`src/design/mre_pkg.sv`:
```
// Shared types, codes and helpers for the meter record encoder.
// Used by the front, queue, back and top-level modules.
package mre_pkg;

    localparam int QDEPTH = 2;
    localparam int QPTR_W = $clog2(QDEPTH);
    localparam int QCNT_W = $clog2(QDEPTH + 1);

    localparam logic [1:0] STATUS_OK      = 2'd0;
    localparam logic [1:0] STATUS_BAD_LEN = 2'd1;
    localparam logic [1:0] STATUS_OVERFLOW = 2'd2;

    localparam logic       OP_APPEND = 1'b0;
    localparam logic       OP_CLEAR  = 1'b1;

    localparam logic [7:0] BCD_FLAG  = 8'h08;
    localparam logic [7:0] LEN_MASK  = 8'h07;
    localparam logic [7:0] BYTE_MASK = 8'hFF;

    localparam logic [31:0] RECIP_100 = 32'h51EB851F;
    localparam int          RECIP_SHIFT = 37;

    localparam logic [7:0] CAPACITY_RESET = 8'd255;
    localparam logic       REG_CAPACITY = 1'b0;

    typedef struct packed {
        logic        single;
        logic [1:0]  status;
        logic [7:0]  dif;
        logic [31:0] vif;
        logic [2:0]  vlen;
        logic [31:0] value;
        logic [7:0]  pos;
        logic [7:0]  size;
    } t_cmd;

    // Two BCD digits of a value below 100, tens in the high nibble.
    function automatic logic [7:0] bin_to_bcd(input logic [6:0] r);
        logic [14:0] prod;
        logic [3:0]  tens;
        logic [6:0]  units;
        prod  = {8'd0, r} * 15'd205;
        tens  = prod[14:11];
        units = r - ({3'd0, tens} * 7'd10);
        return {tens, units[3:0]};
    endfunction

endpackage

```
`src/design/mre_front.sv`:
```
// Front end: accepts items, classifies them and tracks the write position.
// Depends on mre_pkg; pushes one command per item into mre_queue.
module mre_front
    import mre_pkg::*;
(
    input  logic        i_clk,
    input  logic        i_rst_n,
    input  logic        i_in_valid,
    output logic        o_in_stall,
    input  logic        i_operation,
    input  logic [7:0]  i_dif,
    input  logic [31:0] i_vif,
    input  logic [31:0] i_value,
    input  logic [7:0]  i_capacity,
    input  logic        i_full,
    output logic        o_push,
    output t_cmd        o_cmd
);

    logic [7:0] r_write_pos;
    logic [7:0] n_write_pos;
    logic [2:0] w_len;
    logic [2:0] w_vlen;
    logic [3:0] w_total;
    logic [8:0] w_sum;
    logic       w_bad_len;
    logic       w_overflow;
    logic [31:0] w_vif_aligned;

    assign o_in_stall = i_full;
    assign o_push     = i_in_valid && !i_full;

    assign w_len     = 3'(i_dif & LEN_MASK);
    assign w_bad_len = (w_len == 3'd0) || (w_len > 3'd4);

    always_comb begin
        if (i_vif[31:24] != 8'd0) begin
            w_vlen = 3'd4;
        end else if (i_vif[23:16] != 8'd0) begin
            w_vlen = 3'd3;
        end else if (i_vif[15:8] != 8'd0) begin
            w_vlen = 3'd2;
        end else if (i_vif[7:0] != 8'd0) begin
            w_vlen = 3'd1;
        end else begin
            w_vlen = 3'd0;
        end
    end

    // Left-justify the VIF so the back end always emits the top byte.
    always_comb begin
        case (w_vlen)
            3'd1:    w_vif_aligned = {i_vif[7:0], 24'd0};
            3'd2:    w_vif_aligned = {i_vif[15:0], 16'd0};
            3'd3:    w_vif_aligned = {i_vif[23:0], 8'd0};
            default: w_vif_aligned = i_vif;
        endcase
    end

    assign w_total    = 4'd1 + {1'b0, w_vlen} + {1'b0, w_len};
    assign w_sum      = {1'b0, r_write_pos} + {5'd0, w_total};
    assign w_overflow = w_sum > {1'b0, i_capacity};

    always_comb begin
        o_cmd.dif   = i_dif;
        o_cmd.vif   = w_vif_aligned;
        o_cmd.vlen  = w_vlen;
        o_cmd.value = i_value;
        o_cmd.pos   = r_write_pos;
        o_cmd.size  = w_sum[7:0];
        n_write_pos = r_write_pos;
        if (i_operation == OP_CLEAR) begin
            o_cmd.single = 1'b1;
            o_cmd.status = STATUS_OK;
            n_write_pos  = 8'd0;
        end else if (w_bad_len) begin
            o_cmd.single = 1'b1;
            o_cmd.status = STATUS_BAD_LEN;
        end else if (w_overflow) begin
            o_cmd.single = 1'b1;
            o_cmd.status = STATUS_OVERFLOW;
        end else begin
            o_cmd.single = 1'b0;
            o_cmd.status = STATUS_OK;
            n_write_pos  = w_sum[7:0];
        end
    end

    always_ff @(posedge i_clk) begin
        if (!i_rst_n) begin
            r_write_pos <= 8'd0;
        end else if (o_push) begin
            r_write_pos <= n_write_pos;
        end
    end

endmodule

```
`src/design/mre_queue.sv`:
```
// Short command queue between the front and back ends.
// Depends on mre_pkg for the command type and depth.
module mre_queue
    import mre_pkg::*;
(
    input  logic i_clk,
    input  logic i_rst_n,
    input  logic i_push,
    input  t_cmd i_cmd,
    output logic o_full,
    input  logic i_pop,
    output logic o_empty,
    output t_cmd o_cmd
);

    t_cmd              r_mem [QDEPTH];
    logic [QPTR_W-1:0] r_wptr;
    logic [QPTR_W-1:0] r_rptr;
    logic [QCNT_W-1:0] r_count;

    assign o_full  = (r_count == QCNT_W'(QDEPTH));
    assign o_empty = (r_count == '0);
    assign o_cmd   = r_mem[r_rptr];

    always_ff @(posedge i_clk) begin
        if (i_push) begin
            r_mem[r_wptr] <= i_cmd;
        end
    end

    always_ff @(posedge i_clk) begin
        if (!i_rst_n) begin
            r_wptr  <= '0;
            r_rptr  <= '0;
            r_count <= '0;
        end else begin
            if (i_push) begin
                r_wptr <= (r_wptr == QPTR_W'(QDEPTH - 1)) ? '0 : r_wptr + 1'b1;
            end
            if (i_pop) begin
                r_rptr <= (r_rptr == QPTR_W'(QDEPTH - 1)) ? '0 : r_rptr + 1'b1;
            end
            case ({i_push, i_pop})
                2'b10:   r_count <= r_count + 1'b1;
                2'b01:   r_count <= r_count - 1'b1;
                default: r_count <= r_count;
            endcase
        end
    end

endmodule

```
`src/design/mre_back.sv`:
```
// Back end: walks one queued command and emits its record bytes.
// Depends on mre_pkg; BCD bytes use a reciprocal multiply by 1/100.
module mre_back
    import mre_pkg::*;
(
    input  logic        i_clk,
    input  logic        i_rst_n,
    input  logic        i_q_empty,
    input  t_cmd        i_q_cmd,
    output logic        o_pop,
    output logic        o_out_valid,
    input  logic        i_out_stall,
    output logic [7:0]  o_out_byte,
    output logic [7:0]  o_byte_pos,
    output logic [1:0]  o_status,
    output logic [7:0]  o_size_after,
    output logic        o_last
);

    localparam logic [2:0] S_IDLE = 3'd0;
    localparam logic [2:0] S_DIF  = 3'd1;
    localparam logic [2:0] S_VIF  = 3'd2;
    localparam logic [2:0] S_PREP = 3'd3;
    localparam logic [2:0] S_DATA = 3'd4;
    localparam logic [2:0] S_ONE  = 3'd5;

    logic [2:0]  r_state;
    logic [2:0]  n_state;
    logic [7:0]  r_dif;
    logic [31:0] r_vif;
    logic [2:0]  r_vcnt;
    logic [31:0] r_val;
    logic [26:0] r_quot;
    logic [2:0]  r_dcnt;
    logic [7:0]  r_pos;
    logic [7:0]  r_size;
    logic [1:0]  r_status;
    logic        r_bcd;

    logic        w_out_free;
    logic        w_emit;
    logic [7:0]  w_byte;
    logic        w_last;
    logic [63:0] w_prod;
    logic [33:0] w_q100;
    logic [31:0] w_rem;

    assign w_out_free = !o_out_valid || !i_out_stall;
    assign o_pop      = (r_state == S_IDLE) && !i_q_empty;

    assign w_prod = r_val * RECIP_100;
    assign w_q100 = {1'b0, r_quot, 6'd0} + {2'b0, r_quot, 5'd0} + {5'd0, r_quot, 2'd0};
    assign w_rem  = r_val - w_q100[31:0];

    always_comb begin
        w_emit  = 1'b0;
        w_byte  = 8'd0;
        w_last  = 1'b0;
        n_state = r_state;
        case (r_state)
            S_IDLE: begin
                if (!i_q_empty) begin
                    n_state = i_q_cmd.single ? S_ONE : S_DIF;
                end
            end
            S_DIF: begin
                w_emit = w_out_free;
                w_byte = r_dif;
                if (w_out_free) begin
                    n_state = (r_vcnt != 3'd0) ? S_VIF : S_PREP;
                end
            end
            S_VIF: begin
                w_emit = w_out_free;
                w_byte = r_vif[31:24];
                if (w_out_free && r_vcnt == 3'd1) begin
                    n_state = S_PREP;
                end
            end
            S_PREP: begin
                n_state = S_DATA;
            end
            S_DATA: begin
                w_emit = w_out_free;
                w_byte = r_bcd ? bin_to_bcd(w_rem[6:0]) : r_val[7:0];
                w_last = (r_dcnt == 3'd1);
                if (w_out_free) begin
                    if (w_last) begin
                        n_state = S_IDLE;
                    end else if (r_bcd) begin
                        n_state = S_PREP;
                    end
                end
            end
            S_ONE: begin
                w_emit = w_out_free;
                w_last = 1'b1;
                if (w_out_free) begin
                    n_state = S_IDLE;
                end
            end
            default: begin
                n_state = S_IDLE;
            end
        endcase
    end

    always_ff @(posedge i_clk) begin
        if (!i_rst_n) begin
            r_state     <= S_IDLE;
            o_out_valid <= 1'b0;
        end else begin
            r_state <= n_state;
            if (w_emit) begin
                o_out_valid <= 1'b1;
            end else if (!i_out_stall) begin
                o_out_valid <= 1'b0;
            end
        end
    end

    // Command payload and byte counters.
    always_ff @(posedge i_clk) begin
        if (o_pop) begin
            r_dif    <= i_q_cmd.dif;
            r_vif    <= i_q_cmd.vif;
            r_vcnt   <= i_q_cmd.vlen;
            r_val    <= i_q_cmd.value;
            r_dcnt   <= 3'(i_q_cmd.dif & LEN_MASK);
            r_bcd    <= (i_q_cmd.dif & BCD_FLAG) != 8'd0;
            r_pos    <= i_q_cmd.pos;
            r_size   <= i_q_cmd.size;
            r_status <= i_q_cmd.status;
        end else begin
            if (r_state == S_PREP) begin
                r_quot <= w_prod[63:RECIP_SHIFT];
            end
            if (w_emit) begin
                r_pos <= r_pos + 8'd1;
            end
            if (w_emit && r_state == S_VIF) begin
                r_vif  <= {r_vif[23:0], 8'd0};
                r_vcnt <= r_vcnt - 3'd1;
            end
            if (w_emit && r_state == S_DATA) begin
                r_val  <= r_bcd ? {5'd0, r_quot} : {8'd0, r_val[31:8]};
                r_dcnt <= r_dcnt - 3'd1;
            end
        end
    end

    // Output register; hold while stalled.
    always_ff @(posedge i_clk) begin
        if (w_emit) begin
            o_out_byte <= w_byte;
            o_last     <= w_last;
            if (r_state == S_ONE) begin
                o_byte_pos   <= 8'd0;
                o_status     <= r_status;
                o_size_after <= 8'd0;
            end else begin
                o_byte_pos   <= r_pos;
                o_status     <= STATUS_OK;
                o_size_after <= r_size;
            end
        end
    end

endmodule

```
`src/design/meter_record_encoder.sv`:
```
// Top level of the meter record encoder: config port, front, queue, back.
// Depends on mre_pkg, mre_front, mre_queue and mre_back.
//
//   channel   direction  handshake                 payload
//   in        input      i_in_valid / o_in_stall   i_operation i_dif i_vif i_value
//   out       output     o_out_valid / i_out_stall o_out_byte o_byte_pos o_status
//                                                  o_size_after o_last
//   config    APB        psel penable pwrite       paddr pwdata prdata pready
//
// A binary append item is popped in idle, emits its DIF byte and VIF bytes, passes a
// prepare state and emits its data bytes; a BCD append item passes the prepare state
// before each data byte, waiting for the divide-by-100 multiply; clear and error items
// emit a single byte. The sequencer emits one byte per cycle at most, unless stalled.
// Reset clears the write position, the queue and the output valid; capacity goes to 255.
// The two-entry queue lets the front accept items while the output is stalled.
module meter_record_encoder
    import mre_pkg::*;
(
    input  logic        i_clk,
    input  logic        i_rst_n,
    input  logic        psel,
    input  logic        penable,
    input  logic        pwrite,
    input  logic [2:0]  paddr,
    input  logic [31:0] pwdata,
    output logic [31:0] prdata,
    output logic        pready,
    input  logic        i_in_valid,
    output logic        o_in_stall,
    input  logic        i_operation,
    input  logic [7:0]  i_dif,
    input  logic [31:0] i_vif,
    input  logic [31:0] i_value,
    output logic        o_out_valid,
    input  logic        i_out_stall,
    output logic [7:0]  o_out_byte,
    output logic [7:0]  o_byte_pos,
    output logic [1:0]  o_status,
    output logic [7:0]  o_size_after,
    output logic        o_last
);

    logic [7:0] r_capacity;
    logic       w_push;
    logic       w_full;
    logic       w_pop;
    logic       w_empty;
    t_cmd       w_push_cmd;
    t_cmd       w_head_cmd;

    assign pready = 1'b1;
    assign prdata = (paddr[2] == REG_CAPACITY) ? {24'd0, r_capacity} : 32'd0;

    always_ff @(posedge i_clk) begin
        if (!i_rst_n) begin
            r_capacity <= CAPACITY_RESET;
        end else if (psel && penable && pwrite && pready && paddr[2] == REG_CAPACITY) begin
            r_capacity <= pwdata[7:0];
        end
    end

    mre_front u_front (
        .i_clk      (i_clk),
        .i_rst_n    (i_rst_n),
        .i_in_valid (i_in_valid),
        .o_in_stall (o_in_stall),
        .i_operation(i_operation),
        .i_dif      (i_dif),
        .i_vif      (i_vif),
        .i_value    (i_value),
        .i_capacity (r_capacity),
        .i_full     (w_full),
        .o_push     (w_push),
        .o_cmd      (w_push_cmd)
    );

    mre_queue u_queue (
        .i_clk  (i_clk),
        .i_rst_n(i_rst_n),
        .i_push (w_push),
        .i_cmd  (w_push_cmd),
        .o_full (w_full),
        .i_pop  (w_pop),
        .o_empty(w_empty),
        .o_cmd  (w_head_cmd)
    );

    mre_back u_back (
        .i_clk       (i_clk),
        .i_rst_n     (i_rst_n),
        .i_q_empty   (w_empty),
        .i_q_cmd     (w_head_cmd),
        .o_pop       (w_pop),
        .o_out_valid (o_out_valid),
        .i_out_stall (i_out_stall),
        .o_out_byte  (o_out_byte),
        .o_byte_pos  (o_byte_pos),
        .o_status    (o_status),
        .o_size_after(o_size_after),
        .o_last      (o_last)
    );

endmodule

```
`config.mk`:
```
export PLATFORM = sky130hd
export DESIGN_NAME = meter_record_encoder
export DESIGN_NICKNAME = d
export VERILOG_FILES = /design/src/design/mre_pkg.sv /design/src/design/mre_front.sv /design/src/design/mre_queue.sv /design/src/design/mre_back.sv /design/src/design/meter_record_encoder.sv
export SDC_FILE = /design/constraint.sdc
export NUM_CORES = 2
export LEC_CHECK = 0
export BUFFER_PORTS_ARGS = -buffer_cell sky130_fd_sc_hd__buf_2
export CAP_MARGIN = 20
export CORE_MARGIN = 3
export CORE_UTILIZATION = 50
export CTS_CLUSTER_SIZE = 14
export DETAILED_ROUTE_END_ITERATION = 16
export PLACE_DENSITY = 0.67
export SYNTH_ARGS = -nofsm -noshare
export SYNTH_HDL_FRONTEND = slang
export SYNTH_SLANG_ARGS = --single-unit
```
`constraint.sdc`:
```
create_clock -name i_clk -period 11.3 [get_ports i_clk]
set_input_delay 0.565 -clock i_clk [delete_from_list [all_inputs] [get_ports i_clk]]
set_output_delay 0.565 -clock i_clk [all_outputs]
set_load 0.1 [all_outputs]
```
Word-level counts from Yosys, hierarchy flattened

Memories as Yosys holds them, arrays and structs flattened. A register that Yosys moved wholly into a read port is not among the register bits.
Index checks and enable logic that the tools add are counted.
Widths: inputs -> output; s select.

Register bits after elaboration: 174
Memory bits (writable): 188
Bits of input ports: 115
Output and inout port bits: 62
Logic and storage cells: 142
Memories kept: 1

Memory list:

| name          | words | bits a word | read ports | clocked after Yosys merged registers in | write ports | line            | source |
|---|---|---|---|---|---|---|---|
| u_queue.r_mem | 2     | 94          | 1          | 1                                       | 1           | mre_queue.sv:16 | `t_cmd r_mem [QDEPTH];` |

Add/sub/neg operators: 14
Multipliers: 3
Order comparisons: 2
Equality and inequality tests: 22
Mux-type cells: 46
Bitwise logic cells: 2
Reductions and logical operators: 30

Operators by type and width:

| operator               | number |
|---|---|
| $mux 32                | 4 |
| $pmux 32 s3            | 1 |
| $mul 32x31->63 const B | 1 |
| $mux 8                 | 7 |
| $mux 3                 | 18 |
| $reduce_bool 8->1      | 4 |
| $mux 26                | 1 |
| $pmux 8 s3             | 1 |
| $pmux 3 s6             | 1 |
| $mul 7x8->15 const B   | 1 |
| $add 7x7->7            | 2 |
| $eq 3x1->1 const B     | 4 |
| $eq 3x2->1 const B     | 4 |
| $mux 1                 | 11 |
| $ne 2x1->1 const B     | 5 |
| $add 8x4->9            | 1 |
| $gt 9x8->1             | 1 |
| $add 8x1->8 const B    | 1 |
| $logic_and 1x1->1      | 8 |
| $reduce_bool 2->1      | 4 |
| $sub 7x7->7            | 1 |
| $eq 3x3->1 const B     | 2 |
| $logic_not 3->1        | 2 |
| $ne 2x2->1 const B     | 3 |
| other kinds (23)       | 31 |

Logic depth before layout (Yosys ltp)

Depth after elaboration: 12
Gate-level depth with buffers: 27

Hierarchy

A second synthesis with hierarchy kept.

Cells, all modules: 2878
Area total of the unflattened synthesis: 33788.7 µm²

By module, submodules not included:

| module               | instances | cells an instance | area each (µm²) |
|---|---|---|---|
| mre_back             | 1         | 2271              | 24390.9 |
| mre_queue            | 1         | 314               | 6985.4 |
| mre_front            | 1         | 223               | 1781.7 |
| meter_record_encoder | 1         | 70                | 630.6 |

Least setup slack after synthesis

No wires, ideal clock.

Kind: reg-to-reg
Start point: register u_back.r_val[4]
End point: register u_back.r_quot[11] (data pin)
Arrival: 6.213 ns
Required time: 11.035 ns
Slack: 4.823 ns
Cell stages (with the launch flop): 24
Clock period less this slack: 6.477 ns
Path through: edfxtp_1 -> inv_1 -> fa_1 -> inv_1 -> ha_1 -> fa_1 -> inv_1 -> fa_1 -> inv_1 -> fa_1 -> fa_1 -> fa_1 -> inv_1 -> fa_1 -> inv_1 -> ha_1 -> nand2_1 -> o31ai_1 -> nand2_1 -> o311ai_2 -> nor2_1 -> o31ai_2 -> a21oi_1 -> xnor2_1

Longest elaborated chain between the ends: 1

RTL lines:

| element                     | line            | source |
|---|---|---|
| from (decl)                 | mre_back.sv:32  | `logic [31:0] r_val;` |
| from (signal assigned)      | mre_back.sv:128 | `r_val <= i_q_cmd.value;` |
| from (signal assigned)      | mre_back.sv:146 | `r_val <= r_bcd ? {5'd0, r_quot} : {8'd0, r_val[31:8]};` |
| $mul 32x31->63              | mre_back.sv:51  | `assign w_prod = r_val * RECIP_100;` |
| named net u_back.w_prod[48] | mre_back.sv:44  | `logic [63:0] w_prod;` |
| to (signal assigned)        | mre_back.sv:136 | `r_quot <= w_prod[63:RECIP_SHIFT];` |
| to (decl)                   | mre_back.sv:33  | `logic [26:0] r_quot;` |

The timed path passes the listed nets, and every way through them passes these cells.
A chain may end at the register's enable or synchronous reset.

Final worst setup path

Start point: register u_back.r_val[4]
End point: register u_back.r_quot[17] (data pin)

The elaborated chain is that of the path after synthesis.

==> reports/qor.yml <==
outcome: "completed"
synthTopCellsByArea: "edfxtp_1 (30%), fa_1 (24%), ha_1 (17%), inv_1 (7.9%), mux2i_1 (2.3%)"
area_growth_syn_to_layout_pct: 7.84
initial_core_util: 0.510
grt_use_met2: 0.401
grt_use_met3: 0.0569
busiest_layer: "met2"
via_per_inst: 5.45
synth_top_area_cell: "edfxtp_1"
cp.arrival_ps: 8620
rsz0062_at_grt: "false"
synthCells: 2914
postLayoutSetupSlackWorst_ps: 3000
clock_path_buffers: 3
core_um2: 65200
vias: 21300
wl_per_cell_um: 20.9
placed_area_um2: 34800
finalSetupTns_ps: 0
place_congestion: 0.968
cpPeakStageDelay_ps: 710
ios: 177
drt-pass1-iter-count: 5
hold_violations: 0
min_path_type: "in -> reg"
fin_crit_sh: 0.735
maxCapViolations: 0
cts_tree: "built"
synth_ff_type: "edfxtp_1"
fillers: 5565
cp_cell_sequence: "inv_1, fa_1, inv_1, ha_1, fa_1, inv_1, fa_1, inv_1, fa_1, fa_1, fa_1, inv_1, fa_1, inv_1, ha_1, nand2_1, o31ai_1, o2111ai_1, a31oi_1, o21ai_1, a21boi_1, o21ai_1, a221oi_1"
hpwlAfterDp_um: 66600
yosysWarnings: 0
max_slew.worst_pin.slew_ps: 1090
final-setup-viol-count: 0
endpoint: "u_back.r_quot[17]"
dieArea_um2: 69600
skew_ps: 18.6
synth_edf_count: 337
r2r_start: "u_back.r_val[4]"
slew_violations: 0
grt_overflow_total: 0
crit_fanout: 9
cp_common_cell: "fa_1"
first_global_vias: 22800
worstRegToRegCells: 23
die_y_um: 264
hold_ws_ps: 235
syn_avg_cell_area_um2: 11.4
drive_above_1_share: 0.0724
grt_pass1_wl_um: 129000
postCtsHoldBufs: 0
fin_crit_ps: 8300
root_buffer: "clkbuf_16"
worstSetupEndpointType: "flip-flop"
cts_htree_levels: 2
synth.distinct_cells: 73
startpoint_type: "flip-flop"
finalInstanceArea_um2: 35800
ant_nets: 0
drc: 0
numCtsBuffers: 34
crit_type: "reg -> reg"
ys_ff_latch: 362
r2r_slack_ps: 3000
drt_first_iter_violations: 1497
rows: 93
nets: 4004
cp-startpoint: "u_back.r_val[4]"
cts_setup_buffers: 0
async_flop_share: 0
worstSkewPairLatency_ps: 520
gr-usage-met1: 0.316
synth_top_area_share: 0.304
portBuffers: 125
cts_sinks: 362
antenna_found_initial: 5
slowest_stage: "edfxtp_1"
post-place-ws_ps: 3170
track_usage: 0.239
required_ps: 11620
worst_slew_margin_rel: 0.267
die_w_um: 264
fmax_mhz: 120
mappedNetlistArea_um2: 33200
r2r-end: "u_back.r_quot[17]"
clkSlewWorstSetupHoldPaths_ps: 70
cts_resized: 0
synth-seq-area-share: 0.319
grt_max_degree: 98
wirelength_um: 81700
## cells in the final DEF, fill, tap and decap left out, types with 6 or more instances in the layout
master,n
inv_1,697
ha_1,458
fa_1,402
edfxtp_1,337
nand2_1,135
buf_2,125
a21oi_1,111
nor2_1,77
mux2i_1,75
o21ai_0,61
xnor2_1,41
clkbuf_16,35
and2_1,29
o21ai_1,28
conb_1,25
a21o_1,24
o211a_1,24
dfxtp_1,24
nor2b_1,20
o211ai_1,19
nand3_1,19
xor2_1,18
mux2_2,18
nand4_1,17
nor3_1,15
buf_4,15
and3_1,13
a211oi_1,13
clkbuf_1,13
o21a_1,12
a31oi_1,12
a22oi_1,11
nor4_1,9
nand2b_1,8
o32a_1,8
o31ai_1,6
## synth_stat cells (all sizes together), types with 5 or more instances
cell / instances
and3: 14
a22oi: 11
a211oi: 16
mux2i: 75
and2: 29
dfxtp: 25
a21oi: 111
a221oi: 5
and4: 5
fa: 402
nand2: 135
edfxtp: 337
nor2: 78
nor2b: 20
o32a: 8
mux2: 18
nand2b: 8
a21o: 24
o21a: 12
ha: 458
nand3: 19
o32ai: 5
nor4: 10
a31oi: 12
xor2: 18
or3: 6
o21ai: 91
clkbuf: 48
o211a: 24
nand4: 17
buf: 37
nor3: 15
inv: 698
o211ai: 19
xnor2: 41
o31ai: 8
## cells by family (layout without fill, tap and decap cells)
| group | count (synthesis) | in the layout | synth area share |
|---|---|---|---|
| AO/OA/AOI/OAI | 379 | 379 | 0.0749 |
| XOR/XNOR | 59 | 59 | 0.0155 |
| adder cells (fa/ha/maj) | 860 | 860 | 0.414 |
| buffers and inverters | 783 | 897 | 0.0913 |
| flip-flops | 362 | 362 | 0.319 |
| multiplexers | 93 | 93 | 0.0287 |
| other | 2 | 27 | 0.000226 |
| AND/OR/NAND/NOR | 376 | 376 | 0.0553 |
## critical path: cells and delay by family (launching register included)
family | cells | cell delay, ps
compound gates | 7 | 2510
flops | 1 | 710
simple gates | 1 | 120
fa+ha+maj | 9 | 4150
buf+inv | 6 | 620
## how the worst min path moves through the flow
stage,slack [ps],start,endpoint,cells after the start
global route,220,i_dif[5],u_queue.r_mem[1][88],1
finish,240,i_dif[6],u_queue.r_mem[1][89],1
global placement,490,u_queue.r_count[1],u_queue.r_count[1],2
floorplan,430,u_front.r_write_pos[2],u_queue.r_mem[0][10],0
detailed placement,490,u_front.r_write_pos[0],u_queue.r_mem[1][8],0
CTS,210,i_dif[6],u_queue.r_mem[1][89],1
## layout make-up
type,count,area [µm²],share of cell area
multi-input combinational,1792,19700,0.550
sequential,362,10600,0.296
inverter,698,2620,0.0731
tap,855,1070,0.0298
clock buffer,48,925,0.0258
timing repair buffer,141,758,0.0212
clock inverter,10,131,0.00366
antenna,2,5.00,0.000140
## state kept, by name, indices dropped and copies added (netlist names), named ones only
register             count
r_capacity               8
u_back.o_byte_pos        8
u_back.o_last            1
u_back.o_out_byte        8
u_back.o_out_valid       1
u_back.o_size_after      8
u_back.o_status          2
u_back.r_dcnt            3
u_back.r_dif             8
u_back.r_pos             8
u_back.r_quot           26
u_back.r_size            8
u_back.r_state           3
u_back.r_status          2
u_back.r_val            32
u_back.r_vcnt            3
u_back.r_vif            32
u_front.r_write_pos      8
u_queue.r_count          2
u_queue.r_mem          188
u_queue.r_rptr           1
u_queue.r_wptr           1
## through the flow
stage                      util  instances
final                     0.550       3908
after global routing      0.550       3906
after CTS                 0.550       3905
after detailed placement  0.534       3847
after global placement    0.534       3847
after floorplan               -       2937
## metal layers
metal / up-vias / share of wire
li1: 9829 / -
met1: 10700 / 0.41
met2: 703 / 0.48
met3: 112 / 0.080
met4: 6 / 0.025
met5: - / 0.00055
Power is not shown: default switching activity piles up to over one toggle a cycle in this logic, so the estimate is an artifact.
